===== config.mk =====
export PLATFORM = sky130hd
export DESIGN_NAME = rkbt_count_store
export DESIGN_NICKNAME = d
export VERILOG_FILES = /design/src/hdl/rkbt_pkg.sv /design/src/hdl/rkbt_count_store.sv
export SDC_FILE = /design/constraint.sdc
export NUM_CORES = 1
export LEC_CHECK = 0
export CAP_MARGIN = 20
export CORE_ASPECT_RATIO = 1.1
export CORE_MARGIN = 3
export CORE_UTILIZATION = 30
export DETAILED_ROUTE_END_ITERATION = 7
export DONT_BUFFER_PORTS = 1
export HOLD_SLACK_MARGIN = 0.15
export PLACE_DENSITY = 0.55
export SLEW_MARGIN = 15
export SYNTH_ARGS = -nofsm -noshare
export SYNTH_HDL_FRONTEND = slang
export SYNTH_SLANG_ARGS = --single-unit

===== constraint.sdc =====
create_clock -name clock -period 5.87 [get_ports clock]
set_input_delay 1.174 -clock clock [delete_from_list [all_inputs] [get_ports clock]]
set_output_delay 1.174 -clock clock [all_outputs]
set_load 0.01 [all_outputs]

===== src/hdl/rkbt_pkg.sv =====
// ----------------------------------------------------------------------------
// rkbt_pkg
// Shared types and constants of the revoked key bucket table.
// ----------------------------------------------------------------------------
package rkbt_pkg;

   localparam int DEF_WAYS  = 8;
   localparam int BUCKETS   = 256;
   localparam int BUCKET_W  = 8;
   localparam int KEY_HIGH_W = 16;
   localparam int KEY_LOW_W  = 64;
   localparam int MID_W     = KEY_LOW_W - BUCKET_W;
   localparam int KEY_W     = KEY_HIGH_W + MID_W;
   localparam int LIMIT_W   = 4;
   localparam int SLOT_W    = 3;

   localparam logic [LIMIT_W-1:0] LIMIT_RESET = 4'd8;

   localparam logic [1:0] KIND_LOOKUP = 2'd0;
   localparam logic [1:0] KIND_ADD    = 2'd1;
   localparam logic [1:0] KIND_FLUSH  = 2'd2;

   typedef struct packed {
      logic [1:0]            kind;
      logic [KEY_HIGH_W-1:0] key_high;
      logic [KEY_LOW_W-1:0]  key_low;
   } req_type;

   typedef struct packed {
      logic              hit;
      logic [SLOT_W-1:0] slot;
      logic              status;
   } rsp_type;

   typedef struct packed {
      logic rd_en;
      logic wr_en;
      logic clear;
   } count_ctl_type;

   typedef struct packed {
      logic rd_en;
      logic wr_en;
   } key_ctl_type;

   typedef enum logic [1:0] {
      ST_IDLE,
      ST_COUNT,
      ST_SCAN,
      ST_DECIDE
   } state_type;

endpackage


===== src/hdl/rkbt_count_store.sv =====
// ----------------------------------------------------------------------------
// rkbt_count_store
// Per-bucket fill counts: one RAM plus a valid bit per bucket so that reset
// and flush empty every bucket at once.
// ----------------------------------------------------------------------------
module rkbt_count_store
   import rkbt_pkg::*;
#(
   parameter int WAYS = DEF_WAYS,
   localparam int CW  = $clog2(WAYS + 1)
) (
   input  logic                clock,
   input  logic                reset,
   input  count_ctl_type       ctl,
   input  logic [BUCKET_W-1:0] rd_addr,
   input  logic [BUCKET_W-1:0] wr_addr,
   input  logic [CW-1:0]       wr_data,
   output logic [CW-1:0]       rd_data
);

   logic [CW-1:0]      count_mem [BUCKETS];
   logic [CW-1:0]      rd_data_ff;
   logic               rd_valid_ff;
   logic [BUCKETS-1:0] valid_ff;
   logic [BUCKETS-1:0] valid_in;

   // clear beats a write; the controller never issues both together
   always_comb begin
      valid_in = valid_ff;
      if (ctl.clear) begin
         valid_in = '0;
      end else if (ctl.wr_en) begin
         valid_in[wr_addr] = 1'b1;
      end
   end

   always_ff @(posedge clock) begin
      if (reset) begin
         valid_ff <= '0;
      end else begin
         valid_ff <= valid_in;
      end
   end

   always_ff @(posedge clock) begin
      if (ctl.wr_en) begin
         count_mem[wr_addr] <= wr_data;
      end
      if (ctl.rd_en) begin
         rd_data_ff  <= count_mem[rd_addr];
         rd_valid_ff <= valid_ff[rd_addr];
      end
   end

   // an emptied bucket reads as zero
   assign rd_data = rd_valid_ff ? rd_data_ff : '0;

endmodule


==> out/results.tsv, run 1 <==
stage	metric	value	unit
setup_path	reg2reg_depth	5	
grt	grt_pass1_vias	27200	
timing	setup_violations	0	
finish	nets	3068	
routing	dr.pass1.iters	7	
timing	slew-limit-headroom	-110	%
clock_network	post_cts_buffers	0	
finish	stdcell_area	56400	sq um
floorplan	initial_utilization	30.3	%
synthesis	synth_area	50100	sq um
grt	antenna_found_initial	5	
timing	min_period	5.11	ns
clock_network	cts_made_buffers	130	
timing	period_share	87.0	%
synthesis	postSynthAreaPerCell	16.3	sq um
run_status	failed_checks	max-slew violations	
routing	route.detailed.drc	0	
timing	max_freq	0.196	GHz
synthesis	synth_edf_count	1029	
routing	via_count	26700	
place	numPortBuffers	0	
setup_path	regToRegStartpoint	count_mem[129][0]	
grt	grt_use_total	14.9	%
setup_path	reg2reg_to	rd_data_ff[0]	
setup_path	worstSetupPathType	input port to register	
clock_network	clk_pin_slew	0.06	ns
synthesis	async_flop_share	0	%
hold_path	hold_path_class	register to register	
timing	hold_violations	0	
synthesis	netlist_instances	3074	
synthesis	yosys_warnings	0	
routing	drt_iter0_drc	2847	
timing	rsz0062_at_grt	no	
floorplan	rows	156	
setup_path	worst_ep_required_time	6.32	ns
routing	drt_wl_total	128000	um
routing	viasPerCell	4.97	
setup_path	cp-end-kind	register	
setup_path	crit_chain	mux4_2 -> mux2i_1 -> a21oi_1 -> nor4_1 -> o211ai_1	
clock_network	cts_buffer_depth	3	
floorplan	io-pin-count	29	
place	dp_hpwl	75500	um
finish	final_common_cell	edfxtp_1	
routing	ant_nets	0	
clock_network	ctsResizeCount	0	
clock_network	root_buffer	clkbuf_16	
finish	regArea	36000	sq um
power	p_leak	17.5	nW
synthesis	ys_seq_area_share	71.9	%
hold_path	holdPathEnd	valid_ff[230]	
timing	fin_worst_skew	0.0230	ns
clock_network	cts_max_level	4	
timing	tightestPinTransition	3.14	ns
synthesis	syn_nets	3099	
synthesis	ys_seq_elements	1285	
floorplan	die_h	435	um
power	ir_drop	0.255	mV
grt	grt_max_degree	378	
timing	setup_tns	0	ns
setup_path	cp.arrival	5.56	ns
floorplan	core_area	165000	sq um
setup_path	startpoint_type	input port	
hold_path	holdPathStages	2	
finish	multi_input_area	13000	sq um
place	dp_cells	5123	
finish	synthToLayoutAreaGrowth	12.5	%
finish	layout_common_cells	edfxtp_1 (1,029), nor2_1 (735), mux4_2 (261)	
clock_network	cts_tree	built	
grt	grt_pass1_wl	189000	um
setup_path	rrSetupSlack	3.10	ns
place	placed_cell_area	52100	sq um
place	place.gp.congestion	0.787	
power	power_density	332	nW/um^2
hold_path	hp-start	valid_ff[230]	
clock_network	holdBufCountCts	0	
finish	drive_above_1_share	16.3	%
setup_path	crit_path_max_incr_delay	1.66	ns
finish	fillers	15900	
routing	wire_per_inst	24.0	um
synthesis	ys_types	53	
floorplan	dieArea	172000	sq um
clock_network	clk_latency	0.76	ns
timing	drv_slew	293	
grt	overflow	0	
setup_path	crit_slowest_cell	mux4_2	
finish	fin_cells	5364	
setup_path	path_max_fanout	377	
flow_run	cap_violations	0	
run_status	status	complete, but fails checks	
synthesis	synth_flop_cell	edfxtp_1	
floorplan	die_width	396	um
clock_network	clkSinkCount	1285	
## flip-flops by register name, summed over array words and instances (netlist names)
| name | count |
|---|---|
| rd_valid_ff | 1 |
| rd_data_ff | 4 |
| valid_ff | 256 |
| count_mem | 1024 |
## through the flow
stage	worst slack, ns	power, mW	hold WS [ns]	utilization, %
finish	0.761	18.7	0.462	34.1
CTS	2.57	18.8	0.466	34.1
floorplan	2.73	10.6	0.435	-
global route	2.30	19.2	0.484	34.1
global placement	1.60	10.6	0.443	31.5
detailed placement	1.77	10.6	0.452	31.5
## report_power, final
part / leakage (nW) / total (mW) / internal (mW) / switching (mW)
sequential: 11.3 / 9.85 / 9.84 / 0.00840
clock: 2.07 / 8.25 / 4.75 / 3.51
combinational: 4.11 / 0.586 / 0.271 / 0.315
total: 17.5 / 18.7 / 14.9 / 3.83
## worst max-delay path: cells and delay by family
kind               cells  cell delay [ns]
AOI/OAI and AO/OA      2             0.23
muxes                  2             1.84
and+or+nand+nor        1             0.85
## cell families (layout without fill, tap and decap cells)
family | after synthesis | in the layout | share of synthesized area (%)
buf+inv | 197 | 274 | 2.07
flops | 1285 | 1285 | 71.9
compound gates | 275 | 275 | 3.93
mux | 413 | 413 | 14.8
other cells | 0 | 1 | 0
simple gates | 904 | 904 | 7.30
## metal layers
metal	vias to the layer above	GRT usage (%)	wire (um)
met4	0	4.97	3920
met1	13900	19.2	52200
li1	11800	-	-
met3	201	3.15	8970
met5	-	0	0
met2	831	24.9	63300
## synth_stat cells (7+ instances only)
library cell | instances | share of area [%]
o21ai_0 | 21 | 0.21
nor3_1 | 28 | 0.28
nand4_1 | 14 | 0.17
nor4_1 | 9 | 0.11
mux2i_1 | 148 | 3.0
o32ai_1 | 7 | 0.12
buf_6 | 16 | 0.36
nand2_1 | 35 | 0.26
mux4_2 | 261 | 12
nand3_1 | 40 | 0.40
o221ai_1 | 39 | 0.68
nor2b_1 | 11 | 0.14
clkbuf_1 | 114 | 0.85
o21ba_2 | 18 | 0.36
edfxtp_1 | 1029 | 62
a22oi_1 | 20 | 0.30
and2_1 | 14 | 0.17
buf_4 | 25 | 0.37
o21ba_1 | 11 | 0.22
buf_2 | 29 | 0.29
a21oi_1 | 42 | 0.42
o22ai_1 | 42 | 0.52
dfxtp_1 | 256 | 10
a211oi_1 | 29 | 0.43
o21ai_1 | 13 | 0.13
nor2_1 | 735 | 5.5
## layout make-up
class,count,area share [%]
sequential,1285,63.9
multi-input combinational,1592,23.1
clock buffer,173,6.39
tap,2212,4.91
clock inverter,67,1.17
timing repair buffer,29,0.426
inverter,5,0.0333
antenna,1,0.00444
## worst max-delay path by stage
stage / from / to / slack [ns] / cells after the start
3_3_place_gp: rd_addr[1] / rd_valid_ff / 1.60 / 6
6_report: rd_addr[0] / rd_data_ff[0] / 0.76 / 5
4_1_cts: rd_addr[1] / rd_data_ff[0] / 2.57 / 7
2_1_floorplan: rd_addr[0] / rd_data_ff[3] / 2.73 / 8
5_1_grt: rd_addr[1] / rd_data_ff[2] / 2.30 / 7
3_5_place_dp: rd_addr[1] / rd_data_ff[2] / 1.77 / 7
No activity file was read; power rests on OpenSTA's default activity.
==> run 2: changes to the inputs <==
--- a/config.mk
+++ b/config.mk
@@ -8,11 +8,11 @@
 export CAP_MARGIN = 20
 export CORE_ASPECT_RATIO = 1.1
 export CORE_MARGIN = 3
-export CORE_UTILIZATION = 30
+export CORE_UTILIZATION = 45
 export DETAILED_ROUTE_END_ITERATION = 7
 export DONT_BUFFER_PORTS = 1
 export HOLD_SLACK_MARGIN = 0.15
-export PLACE_DENSITY = 0.55
+export PLACE_DENSITY = 0.71
 export SLEW_MARGIN = 15
 export SYNTH_ARGS = -nofsm -noshare
 export SYNTH_HDL_FRONTEND = slang
==> run 2 against run 1 <==
The run still ends with max-slew violations left. Global-route usage increased by 5.8 points. Cell area is 2.1% lower. First-iteration DRC count increased by 14%. Critical path depth is 2 higher. Maximum frequency grew 38%. Sequential share of layout area increased by 1.3 points. Routed wire length is 7.7% lower. Register-to-register slack got worse by 0.02 ns. Non-clock buffer count fell by 5. Largest cell class unchanged. Largest power group unchanged.
==> out/results.tsv, run 2 (synthesis gave the netlist of run 1 again) <==
stage	metric	value	unit
finish	synthToLayoutAreaGrowth	10.2	%
clock_network	cts_made_buffers	116	
finish	drive_above_1_share	16.1	%
finish	nets	3049	
place	numPortBuffers	0	
clock_network	cts_max_level	3	
timing	slew-limit-headroom	-5.67	%
run_status	failed_checks	max-slew violations	
setup_path	crit_slowest_cell	nor4_2	
run_status	status	complete, but fails checks	
timing	setup_violations	0	
grt	grt_pass1_vias	26900	
finish	layout_common_cells	edfxtp_1 (1,029), nor2_1 (735), mux4_2 (261)	
floorplan	rows	127	
clock_network	post_cts_buffers	0	
grt	grt_max_degree	378	
place	place.gp.congestion	0.856	
clock_network	ctsResizeCount	0	
routing	dr.pass1.iters	6	
grt	grt_use_total	20.7	%
grt	overflow	0	
timing	max_freq	0.270	GHz
setup_path	startpoint_type	input port	
floorplan	core_area	110000	sq um
grt	grt_pass1_wl	176000	um
timing	setup_tns	0	ns
floorplan	initial_utilization	45.6	%
timing	period_share	63.1	%
floorplan	dieArea	115000	sq um
power	total_power	18.2	mW
routing	ant_nets	0	
power	p_leak	17.4	nW
clock_network	holdBufCountCts	0	
finish	fillers	8864	
floorplan	io-pin-count	29	
floorplan	die_h	356	um
routing	drt_iter0_drc	3232	
setup_path	crit_family	simple AND/OR/NAND/NOR gates	
timing	hold_violations	0	
clock_network	clk_pin_slew	0.07	ns
routing	viasPerCell	5.88	
place	dp_hpwl	68900	um
routing	wire_per_inst	25.7	um
clock_network	cts_buffer_depth	3	
power	power_density	330	nW/um^2
setup_path	path_max_fanout	274	
finish	largest_register_ffs	1024	
setup_path	cp-end-kind	register	
timing	holdWs	0.465	ns
timing	fin_worst_skew	0.0293	ns
setup_path	crit_path_max_incr_delay	0.82	ns
clock_network	clk_latency	0.70	ns
finish	num_antenna_cells	0	
grt	antenna_found_initial	3	
finish	final_common_cell	edfxtp_1	
setup_path	worstSetupPathType	input port to register	
timing	rsz0062_at_grt	no	
floorplan	die_width	324	um
setup_path	crit_buf_inv	1	
timing	drv_slew	65	
setup_path	worst_ep_required_time	6.29	ns
routing	route.detailed.drc	0	
clock_network	clkSinkCount	1285	
clock_network	cts_tree	built	
hold_path	hold_path_class	register to register	
finish	regMostFlops	count_mem	
routing	via_count	27100	
clock_network	root_buffer	clkbuf_16	
power	ir_drop	0.265	mV
flow_run	cap_violations	0	
routing	drt_wl_total	119000	um
setup_path	cp.arrival	4.12	ns
timing	min_period	3.71	ns
finish	top_regs	count_mem (1024), valid_ff (256), rd_data_ff (4)	
timing	tightestPinTransition	1.58	ns
setup_path	crit_chain	nand2_2 -> buf_12 -> o22ai_1 -> a211oi_1 -> nor3_1 -> nor4_2 -> o211ai_1	
## run 2: cell type report
type / count / area (sq um) / area share (%)
sequential: 1285 / 36000 / 65.3
multi-input combinational: 1592 / 13100 / 23.7
clock buffer: 164 / 3390 / 6.14
tap: 1483 / 1860 / 3.36
clock inverter: 56 / 623 / 1.13
timing repair buffer: 24 / 218 / 0.394
inverter: 5 / 18.8 / 0.0340
## run 2: worst paths after layout
kind / from / to / slack (ns) / cells past startpoint
setup / recovery: rd_addr[1] / rd_data_ff[1] / 2.16 / 7
hold / removal: valid_ff[148] / valid_ff[148] / 0.46 / 2
setup reg to reg: count_mem[31][0] / rd_data_ff[0] / 3.08 / 5
hold reg to reg: valid_ff[148] / valid_ff[148] / 0.46 / 2
## run 2: stage by stage
stage	instances	instance area, sq um	util (%)	worst slack (ns)
after detailed placement	4387	51100	46.6	1.76
after floorplan	3074	50100	-	2.73
after CTS	4607	55200	50.2	2.52
final	4609	55200	50.3	2.16
after global routing	4609	55200	50.3	2.38
after global placement	4386	51100	46.5	1.31
## run 2: tightest hold or removal path: stages, from the launching register on
cell and delay [ns]:
dfxtp_1 0.32, nor2_1 0.05, nor2_1 0.07
## run 2: power by group
group | total (mW) | internal (mW) | leakage (nW) | switching (mW)
Clock | 7.82 | 4.55 | 1.97 | 3.27
Sequential | 9.85 | 9.84 | 11.3 | 0.00700
Combinational | 0.564 | 0.257 | 4.10 | 0.307
## run 2: layer usage
layer / global-route usage, % / routed length (um) / vias to the layer above
met5: 0 / 21 / -
met4: 9.13 / 5220 / 4
met3: 4.73 / 11700 / 238
met2: 32.7 / 56500 / 1333
met1: 27.5 / 45100 / 13800
li1: - / - / 11700
