===== src/hdl/rkbt_pkg.sv =====
// ----------------------------------------------------------------------------
// rkbt_pkg
// Shared types and constants of the revoked key bucket table.
// ----------------------------------------------------------------------------
package rkbt_pkg;

   localparam int DEF_WAYS  = 8;
   localparam int BUCKETS   = 256;
   localparam int BUCKET_W  = 8;
   localparam int KEY_HIGH_W = 16;
   localparam int KEY_LOW_W  = 64;
   localparam int MID_W     = KEY_LOW_W - BUCKET_W;
   localparam int KEY_W     = KEY_HIGH_W + MID_W;
   localparam int LIMIT_W   = 4;
   localparam int SLOT_W    = 3;

   localparam logic [LIMIT_W-1:0] LIMIT_RESET = 4'd8;

   localparam logic [1:0] KIND_LOOKUP = 2'd0;
   localparam logic [1:0] KIND_ADD    = 2'd1;
   localparam logic [1:0] KIND_FLUSH  = 2'd2;

   typedef struct packed {
      logic [1:0]            kind;
      logic [KEY_HIGH_W-1:0] key_high;
      logic [KEY_LOW_W-1:0]  key_low;
   } req_type;

   typedef struct packed {
      logic              hit;
      logic [SLOT_W-1:0] slot;
      logic              status;
   } rsp_type;

   typedef struct packed {
      logic rd_en;
      logic wr_en;
      logic clear;
   } count_ctl_type;

   typedef struct packed {
      logic rd_en;
      logic wr_en;
   } key_ctl_type;

   typedef enum logic [1:0] {
      ST_IDLE,
      ST_COUNT,
      ST_SCAN,
      ST_DECIDE
   } state_type;

endpackage


===== src/hdl/rkbt_ctrl.sv =====
// ----------------------------------------------------------------------------
// rkbt_ctrl
// Request sequencer: reads the bucket count, scans the bucket slot by slot,
// then appends or reports, and drives the one-cycle result strobe.
// ----------------------------------------------------------------------------
module rkbt_ctrl
   import rkbt_pkg::*;
#(
   parameter int WAYS = DEF_WAYS,
   localparam int CW  = $clog2(WAYS + 1),
   localparam int AW  = $clog2(BUCKETS * WAYS)
) (
   input  logic                clock,
   input  logic                reset,
   input  logic                start,
   output logic                busy,
   input  req_type             req_item,
   output logic                rsp_strobe,
   output rsp_type             rsp_item,
   input  logic [CW-1:0]       eff_limit,
   output count_ctl_type       count_ctl,
   output logic [BUCKET_W-1:0] count_rd_addr,
   output logic [BUCKET_W-1:0] count_wr_addr,
   output logic [CW-1:0]       count_wr_data,
   input  logic [CW-1:0]       count_rd_data,
   output key_ctl_type         key_ctl,
   output logic [AW-1:0]       key_addr,
   output logic [KEY_W-1:0]    key_wr_data,
   input  logic [KEY_W-1:0]    key_rd_data
);

   localparam logic [AW-1:0] WAYS_A = AW'(WAYS);

   state_type     state_ff, state_in;
   req_type       req_ff, req_in;
   logic [CW-1:0] fill_ff, fill_in;
   logic [CW-1:0] idx_ff, idx_in;
   rsp_type       rsp_ff, rsp_in;
   logic          rsp_strobe_ff, rsp_strobe_in;

   logic                accept;
   logic [BUCKET_W-1:0] bucket;
   logic [AW-1:0]       base;
   logic [KEY_W-1:0]    key_word;
   logic                match;
   logic                last_slot;
   logic                room;
   logic [CW-1:0]       idx_next;

   assign accept    = start && (state_ff == ST_IDLE);
   assign bucket    = req_ff.key_low[BUCKET_W-1:0];
   assign base      = AW'(AW'(bucket) * WAYS_A);
   assign key_word  = {req_ff.key_high, req_ff.key_low[KEY_LOW_W-1:BUCKET_W]};
   assign match     = (key_rd_data == key_word);
   assign idx_next  = CW'(idx_ff + 1'b1);
   assign last_slot = (idx_next == fill_ff);
   assign room      = (fill_ff < eff_limit);

   // next state
   always_comb begin
      state_in = state_ff;
      unique case (state_ff)
         ST_IDLE: begin
            if (accept && (req_item.kind == KIND_LOOKUP || req_item.kind == KIND_ADD)) begin
               state_in = ST_COUNT;
            end
         end
         ST_COUNT: begin
            state_in = (count_rd_data == '0) ? ST_DECIDE : ST_SCAN;
         end
         ST_SCAN: begin
            priority if (match) begin
               state_in = ST_IDLE;
            end else if (last_slot) begin
               state_in = ST_DECIDE;
            end else begin
               state_in = ST_SCAN;
            end
         end
         ST_DECIDE: begin
            state_in = ST_IDLE;
         end
         default: begin
            state_in = ST_IDLE;
         end
      endcase
   end

   // outputs and datapath
   always_comb begin
      req_in        = req_ff;
      fill_in       = fill_ff;
      idx_in        = idx_ff;
      rsp_in        = '0;
      rsp_strobe_in = 1'b0;
      count_ctl     = '0;
      count_rd_addr = req_item.key_low[BUCKET_W-1:0];
      count_wr_addr = bucket;
      count_wr_data = CW'(fill_ff + 1'b1);
      key_ctl       = '0;
      key_addr      = AW'(base + AW'(idx_ff));
      key_wr_data   = key_word;
      unique case (state_ff)
         ST_IDLE: begin
            if (accept) begin
               req_in = req_item;
               unique case (req_item.kind)
                  KIND_LOOKUP, KIND_ADD: begin
                     count_ctl.rd_en = 1'b1;
                  end
                  KIND_FLUSH: begin
                     count_ctl.clear = 1'b1;
                     rsp_strobe_in   = 1'b1;
                  end
                  default: begin
                     rsp_strobe_in = 1'b1;
                  end
               endcase
            end
         end
         ST_COUNT: begin
            fill_in       = count_rd_data;
            idx_in        = '0;
            key_ctl.rd_en = (count_rd_data != '0);
            key_addr      = base;
         end
         ST_SCAN: begin
            priority if (match) begin
               rsp_in.hit    = 1'b1;
               rsp_in.slot   = SLOT_W'(idx_ff);
               rsp_strobe_in = 1'b1;
            end else if (!last_slot) begin
               idx_in        = idx_next;
               key_ctl.rd_en = 1'b1;
               key_addr      = AW'(base + AW'(idx_next));
            end
         end
         ST_DECIDE: begin
            rsp_strobe_in = 1'b1;
            if (req_ff.kind == KIND_ADD) begin
               if (room) begin
                  key_ctl.wr_en   = 1'b1;
                  key_addr        = AW'(base + AW'(fill_ff));
                  count_ctl.wr_en = 1'b1;
                  rsp_in.slot     = SLOT_W'(fill_ff);
               end else begin
                  rsp_in.status = 1'b1;
               end
            end
         end
         default: begin
         end
      endcase
   end

   always_ff @(posedge clock) begin
      if (reset) begin
         state_ff      <= ST_IDLE;
         rsp_strobe_ff <= 1'b0;
      end else begin
         state_ff      <= state_in;
         rsp_strobe_ff <= rsp_strobe_in;
      end
   end

   always_ff @(posedge clock) begin
      req_ff  <= req_in;
      fill_ff <= fill_in;
      idx_ff  <= idx_in;
      rsp_ff  <= rsp_in;
   end

   assign busy       = (state_ff != ST_IDLE);
   assign rsp_strobe = rsp_strobe_ff;
   assign rsp_item   = rsp_ff;

`ifndef ASSERT_OFF
   // every accepted beat is either still in work or answered next cycle
   a_accept_progress: assert property (@(posedge clock) disable iff (reset)
      accept |=> (busy || rsp_strobe))
      else $error("accepted request neither in progress nor answered");

   // a full-bucket failure never carries a hit
   a_fail_no_hit: assert property (@(posedge clock) disable iff (reset)
      rsp_strobe |-> !(rsp_item.hit && rsp_item.status))
      else $error("result reports both hit and failure");

   // appends only on a miss of an add with room left
   a_append_guard: assert property (@(posedge clock) disable iff (reset)
      key_ctl.wr_en |-> (state_ff == ST_DECIDE && req_ff.kind == KIND_ADD && room))
      else $error("key written outside a permitted append");

   // the scan index never passes the bucket fill
   a_scan_bound: assert property (@(posedge clock) disable iff (reset)
      (state_ff == ST_SCAN) |-> (idx_ff < fill_ff))
      else $error("scan index beyond bucket fill");

   // count and key writes travel together
   a_write_pair: assert property (@(posedge clock) disable iff (reset)
      count_ctl.wr_en == key_ctl.wr_en)
      else $error("count and key writes out of step");
`endif

endmodule


===== config.mk =====
export PLATFORM = sky130hd
export DESIGN_NAME = rkbt_ctrl
export DESIGN_NICKNAME = d
export VERILOG_FILES = /design/src/hdl/rkbt_pkg.sv /design/src/hdl/rkbt_ctrl.sv
export SDC_FILE = /design/constraint.sdc
export NUM_CORES = 1
export LEC_CHECK = 0
export BUFFER_PORTS_ARGS = -buffer_cell sky130_fd_sc_hd__buf_2
export CORE_UTILIZATION = 35
export CTS_CLUSTER_SIZE = 8
export DETAILED_ROUTE_END_ITERATION = 10
export MAX_ROUTING_LAYER = met4
export PLACE_DENSITY = 0.75
export SLEW_MARGIN = 25
export SYNTH_ARGS = -nofsm -noshare
export SYNTH_HDL_FRONTEND = slang
export SYNTH_SLANG_ARGS = --single-unit
export TNS_END_PERCENT = 10

===== constraint.sdc =====
create_clock -name clock -period 8.6 [get_ports clock]
set_input_delay 0.86 -clock clock [delete_from_list [all_inputs] [get_ports clock]]
set_output_delay 0.86 -clock clock [all_outputs]
set_load 0.1 [all_outputs]

==> results.py, run 1 <==
metrics = {
    "run_status": {
        "outcome": "complete, no violations",
    },
    "route": {
        "via_per_inst": 4.71,
        "first_iter_violations": 248,
        "ant_nets": 0,
        "wl_per_cell_microns": 15.7,
        "first_pass_iters": 5,
        "routed_wl_microns": 13900,
        "vias": 4182,
        "drc": 0,
    },
    "setup_path": {
        "crit_fanout": 13,
        "arrival_ns": 3.80,
        "critPathLaunch": "key_rd_data[17]",
        "worstSetupEndpointType": "output pin",
        "regToRegStartpoint": "state_ff[0]$_SDFFE_PP0P_",
        "cp.required_ns": 7.74,
        "crit_type": "primary input to output pin",
        "start_kind": "primary input",
    },
    "floorplan": {
        "rows": 45,
        "coreArea_sq_mm": 0.0154,
        "initial_core_util_pct": 36.4,
        "dieArea_sq_mm": 0.0165,
        "die_w_microns": 129,
        "dieHeight_microns": 129,
        "ios": 280,
    },
    "flow_run": {
        "cap_viol_max_count": 0,
    },
    "place": {
        "port_buffers": 279,
        "routabilityCongestion": 0.865,
        "placed_area_sq_mm": 0.00655,
        "dpl.hpwl_microns": 11000,
        "dpl_worst_slack_ns": 3.94,
    },
    "clock_tree": {
        "cts_resized": 0,
        "clk_pin_slew_ns": 0.07,
        "cts_setup_buffers": 0,
        "cts_root_buf": "clkbuf_16",
        "cts_inserted_buffers": 9,
        "htree_levels": 3,
        "ctsLongestPathBuffers": 2,
        "cts_sinks": 98,
        "tritoncts": "built",
        "clk_latency_ns": 0.35,
        "cts_hold_buf": 0,
    },
    "logic_synthesis": {
        "synth_area_leaders": "edfxtp_1 (48%), buf_4 (12%), xnor2_1 (11%)",
        "synth_area_per_cell_sq_um": 11.6,
        "yosysTopAreaCell": "edfxtp_1",
        "synth.yosys.seq_area_share_pct": 51.0,
        "synth-async-reset-ratio_pct": 0,
        "synth-main-ff-cell": "edfxtp_1",
        "ys_types": 55,
        "synth_top_area_share_pct": 48.2,
        "ys.warnings.count": 0,
        "synthesis.area_sq_mm": 0.00561,
        "synth_seq_cells": 98,
        "synth_edf_count": 90,
        "synthCells": 482,
        "synthTopCellsByCount": "buf_4 (90), edfxtp_1 (90), xnor2_1 (71)",
        "synth_fp_nets": 662,
    },
    "pwr": {
        "powerDensity_mw_per_mm2": 395,
        "p_leak_nw": 2.89,
        "total_power_mw": 2.70,
        "ir_worst_vdd_v": 0.000239,
    },
    "sta": {
        "post-route-min-period_ns": 4.66,
        "slew_headroom_pct": 44.0,
        "fin_hold_ws_ns": 0.562,
        "period_share_pct": 54.2,
        "report.final.slew_viol_count": 0,
        "fmax_mhz": 215,
        "setup_ws_ns": 3.94,
        "fin_setup_tns_ns": 0,
        "fin_skew_ns": 0.00949,
        "hold_violations": 0,
        "rsz0062_at_grt": "no",
        "setup_viol": 0,
        "worst_slew_pin_slew_ns": 0.840,
    },
    "global_route": {
        "grt_pass1_wl_microns": 20100,
        "grt_max_degree": 50,
        "antenna_found_initial": 0,
        "groute.usage.overall_pct": 16.9,
        "overflow": 0,
        "grt_pass1_vias": 3918,
    },
    "finish": {
        "fin_area_sq_mm": 0.00684,
        "num_antenna_cells": 0,
        "final_layout_size_suffix_gt1_share_pct": 45.6,
        "area_delta_synth_final_pct": 21.9,
        "layout.nets": 852,
    },
    "hold_path": {
        "min_path_type": "flop to flop",
        "hp-start": "req_ff[81]$_DFFE_PP_",
    },
}
-- placed cells by master, fill, tap and decap left out, drive strengths merged, types with 13 or more instances in the layout --
cell type	count
o21ai	13
buf	280
xnor2	72
inv	18
ha	15
edfxtp	90
nand4	19
nor2	16
nand2	25
-- state kept, by name (all words and copies together) (netlist names) --
signal         flops
fill_ff            4
state_ff           2
key_wr_data       72
idx_ff             4
rsp_item           5
req_ff             2
rsp_strobe         1
count_wr_addr      8
-- cell type report --
class,count,area (sq um)
Timing Repair Buffer,280,1400
Clock buffer,10,229
Fill cell,1490,8590
Clock inverter,6,56.3
Inverter,16,61.3
Tap cell,211,264
Sequential cell,98,2860
Multi-Input combinational cell,267,1960
-- cells by family (layout without fill, tap and decap cells) --
kind of cell	count (synthesis)	count (layout)	synth area share, %
xor gates and xnor gates	84	84	13.3
DFF	98	98	51.0
adders and majority gates	15	15	3.35
buffers and inverters	117	312	14.1
AOI/OAI and AO/OA	63	63	8.10
and+or+nand+nor	101	101	9.44
muxes	4	4	0.736
-- metal layers --
metal,vias up,GRT usage [%],wire length [microns]
met5,-,-,0
met4,0,6.64,227
met3,20,3.78,883
met2,210,28.6,7020
met1,1937,19.5,5800
li1,2015,-,-
-- critical path: stages --
cell and delay [ns]:
buf_2 0.10, xnor2_1 0.14, nand4_1 0.14, nor4_1 0.56
nand3_1 0.26, o21ai_2 0.51, a211o_1 0.43, a221oi_1 0.14
a31oi_1 0.20, buf_2 0.46
-- per-stage QoR --
stage | cells | util (%)
floorplan | 482 | -
global placement | 872 | 42.4
detailed placement | 872 | 42.4
CTS | 888 | 44.3
global route | 888 | 44.3
finish | 888 | 44.3
-- power by group --
group | internal (mW) | switching [mW]
logic | 0.287 | 1.26
registers | 0.660 | 0.0990
clock network | 0.203 | 0.192
total | 1.15 | 1.55
-- worst paths after layout --
check,cells past startpoint,endpoint,slack (ns)
hold reg to reg,2,rsp_item[0]$_SDFF_PN0_,0.56
setup reg to reg,7,rsp_strobe$_SDFF_PP0_,5.34
hold / removal,2,rsp_item[0]$_SDFF_PN0_,0.56
setup / recovery,10,key_addr[7],3.94
No activity file was read; power rests on OpenSTA's default activity.
==> inputs of run 2 (changes only) <==
PLACE_DENSITY = 0.77   (was 0.75)
clock period = 4.05 ns   (was 8.6 ns; I/O delays follow)
==> results.py, run 2 (synthesis gave the netlist of run 1 again) <==
metrics = {
    "hold_path": {
        "holdPathStages": 1,
        "min_path_type": "primary input to flop",
        "hp-start": "req_item[58]",
        "hold_end": "key_wr_data[50]$_DFFE_PP_",
    },
    "sta": {
        "fmax_mhz": 275,
        "report.final.slew_viol_count": 0,
        "worst_slew_pin_slew_ns": 0.825,
        "post-route-min-period_ns": 3.63,
        "period_share_pct": 89.7,
        "slew_headroom_pct": 45.0,
        "fin_skew_ns": 0.00814,
        "rsz0062_at_grt": "no",
        "setup_viol": 0,
        "hold_violations": 0,
        "setup_ws_ns": 0.418,
    },
    "place": {
        "dpl.hpwl_microns": 11000,
        "routabilityCongestion": 0.867,
        "dp.cells": 878,
        "placed_area_sq_mm": 0.00659,
        "dpl_worst_slack_ns": 0.612,
        "port_buffers": 279,
    },
    "setup_path": {
        "cp_slowest_cell": "buf_2",
        "crit_type": "flop to output pin",
        "cp.required_ns": 3.64,
        "cp_top_family": "simple AND/OR/NAND/NOR gates",
        "slowest_delay_ns": 0.45,
        "arrival_ns": 3.23,
        "worstSetupEndpointType": "output pin",
        "worstPathCellList": "xnor2_1, nand4_1, nor4_1, nand3_1, o21ai_2, buf_4, mux2i_1, o21ai_0, a31oi_1, buf_2",
        "r2r_setup_slack_ns": 1.39,
        "regToRegStartpoint": "state_ff[0]$_SDFFE_PP0P_",
        "start_kind": "flop",
        "r2r-end": "key_wr_data[19]$_DFFE_PP_",
        "crit_fanout": 12,
        "path_buf_inv": 2,
        "reg2regPathDepth": 5,
    },
    "clock_tree": {
        "cts_hold_buf": 0,
        "clk_pin_slew_ns": 0.07,
        "cts_setup_buffers": 0,
        "clk_latency_ns": 0.35,
        "tritoncts": "built",
        "ctsLongestPathBuffers": 2,
        "cts_root_buf": "clkbuf_16",
        "cts_resized": 0,
        "htree_levels": 3,
        "cts_inserted_buffers": 9,
        "cts_sinks": 98,
    },
    "finish": {
        "final_cell_mix": "buf_2 (279), edfxtp_1 (90), xnor2_1 (71), nand2_1 (25), nand4_1 (19)",
        "fin_area_sq_mm": 0.00688,
        "final_common_cell": "buf_2",
        "num_antenna_cells": 0,
        "layout.cells.non_filler": 894,
        "final_layout_size_suffix_gt1_share_pct": 46.0,
        "area_delta_synth_final_pct": 22.6,
        "fillers": 1511,
        "layout.nets": 858,
        "largest_reg_flops": 72,
    },
    "global_route": {
        "busiest_layer": "met2",
        "antenna_found_initial": 0,
        "grt_pass1_vias": 4204,
        "overflow": 0,
        "grt.met1_usage_pct": 19.2,
        "grt_pass1_wl_microns": 20800,
        "groute.usage.overall_pct": 17.2,
        "grt_max_degree": 37,
        "met3_usage_pct": 4.86,
        "met2_usage_pct": 29.9,
    },
    "pwr": {
        "p_leak_nw": 2.92,
        "pwr-share-clk_pct": 14.6,
        "ir_worst_vdd_v": 0.000579,
        "p_int_mw": 2.46,
        "powerDensity_mw_per_mm2": 837,
        "total_power_mw": 5.76,
        "p_comb_share_pct": 57.5,
        "switching_share_pct": 57.3,
        "seqPwrFrac_pct": 27.9,
        "p_sw_mw": 3.30,
    },
    "floorplan": {
        "rows": 45,
        "dieHeight_microns": 129,
        "coreArea_sq_mm": 0.0154,
        "initial_core_util_pct": 36.4,
        "dieArea_sq_mm": 0.0165,
        "ios": 280,
        "die_w_microns": 129,
    },
    "route": {
        "first_iter_violations": 249,
        "routed_wl_microns": 13700,
        "first_pass_iters": 5,
        "ant_nets": 0,
        "wl_per_cell_microns": 15.3,
        "drc": 0,
        "vias": 4201,
        "via_per_inst": 4.70,
    },
    "flow_run": {
        "cap_viol_max_count": 0,
    },
    "run_status": {
        "outcome": "complete, no violations",
    },
}
==> run 2: changes by cell type in the layout (fill, tap and decap cells not counted) <==
cell	previous run	this run
clkinv_2	2	1
o21ai_0	11	10
clkinv_8	1	0
o21ai_1	0	1
clkinv_4	0	1
nor2_1	14	15
inv_8	0	1
buf_4	1	7
nor2_2	2	1
==> run 2: through the flow <==
| step | hold WS [ns] | setup TNS [ns] | utilization [%] |
|---|---|---|---|
| after detailed placement | 0.555 | 0 | 42.7 |
| after global placement | 0.550 | 0 | 42.7 |
| after CTS | 0.202 | 0 | 44.6 |
| after floorplan | 0.477 | -0.958 | - |
| after global routing | 0.198 | 0 | 44.6 |
| final | 0.221 | 0 | 44.6 |
==> run 2: how the worst max path moves through the flow <==
stage	start	to	slack, ns	cells past startpoint
finish	key_wr_data[60]$_DFFE_PP_	key_addr[9]	0.42	10
global route	key_wr_data[60]$_DFFE_PP_	key_addr[9]	0.06	10
CTS	key_wr_data[60]$_DFFE_PP_	key_addr[9]	0.26	10
detailed placement	key_rd_data[60]	key_addr[9]	0.61	11
global placement	key_rd_data[60]	key_addr[9]	0.64	11
floorplan	fill_ff[1]$_DFFE_PP_	key_addr[1]	-0.55	8
==> run 2: power by group through the flow <==
stage	clock [mW]	combinational (mW)	sequential (mW)
floorplan	0	3.02	1.58
global placement	0	3.29	1.62
detailed placement	0	3.31	1.63
CTS	0.876	3.31	1.61
global route	0.905	3.46	1.64
finish	0.841	3.31	1.61
==> run 2: per-layer routing <==
metal | vias up | part of all wire [%]
met5 | - | 0
met4 | 0 | 1.2
met3 | 15 | 6.6
met2 | 194 | 52
met1 | 1964 | 40
li1 | 2028 | -
==> run 2: final cells by class <==
class | instances | area, sq um | area share [%]
clock buffer | 10 | 229 | 3.33
clock inverter | 6 | 55.1 | 0.801
inverter | 16 | 61.3 | 0.892
multi-input combinational | 267 | 1960 | 28.4
sequential | 98 | 2860 | 41.6
tap | 211 | 264 | 3.84
timing repair buffer | 286 | 1450 | 21.1
==> inputs of run 3 (changes only) <==
ABC_AREA = 1   (was unset)
PLACE_DENSITY = 0.76   (was 0.77)
==> results.py, run 3 <==
metrics = {
    "sta": {
        "setup_ws_ns": 0.681,
        "fmax_mhz": 297,
        "fin_skew_ns": 0.00975,
        "fin_hold_ws_ns": 0.225,
        "worst_slew_pin_slew_ns": 0.708,
        "hold_violations": 0,
        "period_share_pct": 83.2,
        "report.final.slew_viol_count": 0,
        "slew_headroom_pct": 52.8,
        "post-route-min-period_ns": 3.37,
        "setup_viol": 0,
        "rsz0062_at_grt": "no",
    },
    "finish": {
        "fillers": 1693,
        "layout.nets": 1109,
        "area_delta_synth_final_pct": 20.6,
        "largest_reg_flops": 72,
        "final_cell_mix": "buf_2 (279), nand2_1 (183), inv_1 (106), nor2_1 (101), edfxtp_1 (90)",
        "final_util_pct": 43.2,
        "final_layout_size_suffix_gt1_share_pct": 33.2,
        "final_common_cell": "buf_2",
    },
    "clock_tree": {
        "cts_sinks": 98,
        "cts_hold_buf": 0,
        "cts_inserted_buffers": 9,
        "ctsLongestPathBuffers": 2,
        "tritoncts": "built",
        "clk_pin_slew_ns": 0.07,
        "cts_resized": 0,
        "clk_latency_ns": 0.35,
        "htree_levels": 3,
        "cts_setup_buffers": 0,
        "cts_root_buf": "clkbuf_16",
    },
    "place": {
        "routabilityCongestion": 0.891,
        "dpl.hpwl_microns": 12300,
        "dpl_worst_slack_ns": 1.03,
        "port_buffers": 279,
    },
    "logic_synthesis": {
        "synth_compound_area_share_pct": 3.38,
        "synthXorXnorAreaFrac_pct": 7.80,
        "synth_area_per_cell_sq_um": 8.44,
        "muxShareOfSynthArea_pct": 0,
        "ys.warnings.count": 0,
        "synthAdderAreaFrac_pct": 3.04,
        "synth_seq_cells": 98,
        "synth-simple-area-share_pct": 21.5,
        "synthCells": 732,
        "synth_top_area_share_pct": 43.8,
        "synth_edf_count": 90,
        "synth-main-ff-cell": "edfxtp_1",
        "synth.most_common_cell": "nand2_1",
        "synth.yosys.seq_area_share_pct": 46.4,
        "synthTopCellsByCount": "nand2_1 (183), inv_1 (107), nor2_1 (101)",
        "yosysTopAreaCell": "edfxtp_1",
        "synth_top_family_by_area": "simple AND/OR/NAND/NOR gates",
        "synthesis.area_sq_mm": 0.00617,
        "synth-async-reset-ratio_pct": 0,
        "synth_fp_nets": 912,
        "ys_types": 33,
        "synth_area_leaders": "edfxtp_1 (44%), nand2_1 (11%), buf_4 (11%)",
    },
    "route": {
        "wl_per_cell_microns": 13.1,
        "first_pass_iters": 5,
        "via_per_inst": 4.44,
        "first_iter_violations": 304,
        "drc": 0,
        "ant_nets": 0,
        "routed_wl_microns": 15200,
        "vias": 5150,
    },
    "pwr": {
        "ir_worst_vdd_v": 0.000473,
        "powerDensity_mw_per_mm2": 742,
        "p_leak_nw": 3.79,
    },
    "setup_path": {
        "crit_fanout": 12,
        "cp.required_ns": 3.64,
        "reg2regPathDepth": 10,
        "worstSetupEndpointType": "output pin",
        "start_kind": "flop",
        "crit_type": "flop to output pin",
        "arrival_ns": 2.96,
    },
    "global_route": {
        "groute.usage.overall_pct": 17.1,
        "grt_pass1_wl_microns": 22900,
        "grt_max_degree": 47,
        "overflow": 0,
        "grt_pass1_vias": 4767,
        "antenna_found_initial": 2,
    },
    "flow_run": {
        "cap_viol_max_count": 0,
    },
    "floorplan": {
        "coreArea_sq_mm": 0.0172,
        "dieHeight_microns": 135,
        "die_w_microns": 135,
        "dieArea_sq_mm": 0.0182,
        "rows": 48,
        "ios": 280,
        "initial_core_util_pct": 35.8,
    },
    "hold_path": {
        "holdPathStages": 1,
        "min_path_type": "primary input to flop",
    },
    "run_status": {
        "outcome": "complete, no violations",
    },
}
[run 3: cell types whose count changed after synthesis, sizes merged, moves of 6 or more]
cell / delta
a221oi: -6
nand3: +10
nor2: +87
inv: +92
xnor2: -50
xor2: +18
nand2: +160
nand4: -13
and2: -6
o21ai: +7
[run 3: final timing paths]
kind,slack [ns],startpoint,endpoint
setup / recovery,0.68,idx_ff[0]$_SDFFCE_PN0P_,key_addr[7]
hold / removal,0.23,req_item[56],key_wr_data[48]$_DFFE_PP_
setup reg to reg,1.47,idx_ff[0]$_SDFFCE_PN0P_,idx_ff[0]$_SDFFCE_PN0P_
hold reg to reg,0.52,state_ff[1]$_SDFFE_PP0P_,state_ff[1]$_SDFFE_PP0P_
[run 3: routing by layer]
| metal | share of wire (%) | GRT usage [%] |
|---|---|---|
| met5 | 0 | - |
| met4 | 2.1 | 7.30 |
| met3 | 9.4 | 4.13 |
| met2 | 49 | 29.2 |
| met1 | 39 | 18.9 |
[run 3: where the power goes]
part	total, mW	switching [mW]	leakage, nW	internal [mW]
registers	1.54	0.166	0.927	1.38
clock network	0.817	0.395	0.132	0.422
logic	3.17	2.62	2.74	0.542
[run 3: worst max-delay path, stage by stage (launching register included)]
cell      delay (ns)
edfxtp_1        0.50
ha_1            0.35
inv_1           0.11
or2_2           0.12
nand4_1         0.06
nor2_1          0.19
nand2_2         0.21
nand2_1         0.21
nand2_1         0.09
nand3_1         0.19
nand2_1         0.09
nand2_1         0.08
buf_2           0.42
[run 3: kinds of logic after synthesis]
kind of cell,count (synthesis)
and+or+nand+nor,327
buffers and inverters,202
DFF,98
xor gates and xnor gates,52
AOI/OAI and AO/OA,38
adders and majority gates,15
[run 3: final cells by class]
cell class	count	area, sq um	share of cell area (%)
sequential	98	2860	38.5
multi-input combinational	432	2200	29.6
timing repair buffer	281	1410	19.0
inverter	107	403	5.41
tap	225	282	3.78
clock buffer	9	225	3.03
clock inverter	7	52.6	0.706
antenna	2	5.00	0.0672
[run 3: metrics by stage]
stage	cell area [sq um]	instances	total power, mW	setup TNS [ns]
2_1_floorplan	6170	732	4.38	-0.160
3_3_place_gp	7160	1143	4.70	0
3_5_place_dp	7160	1143	4.73	0
4_1_cts	7440	1159	5.56	0
5_1_grt	7440	1161	5.79	0
6_report	7440	1161	5.52	0
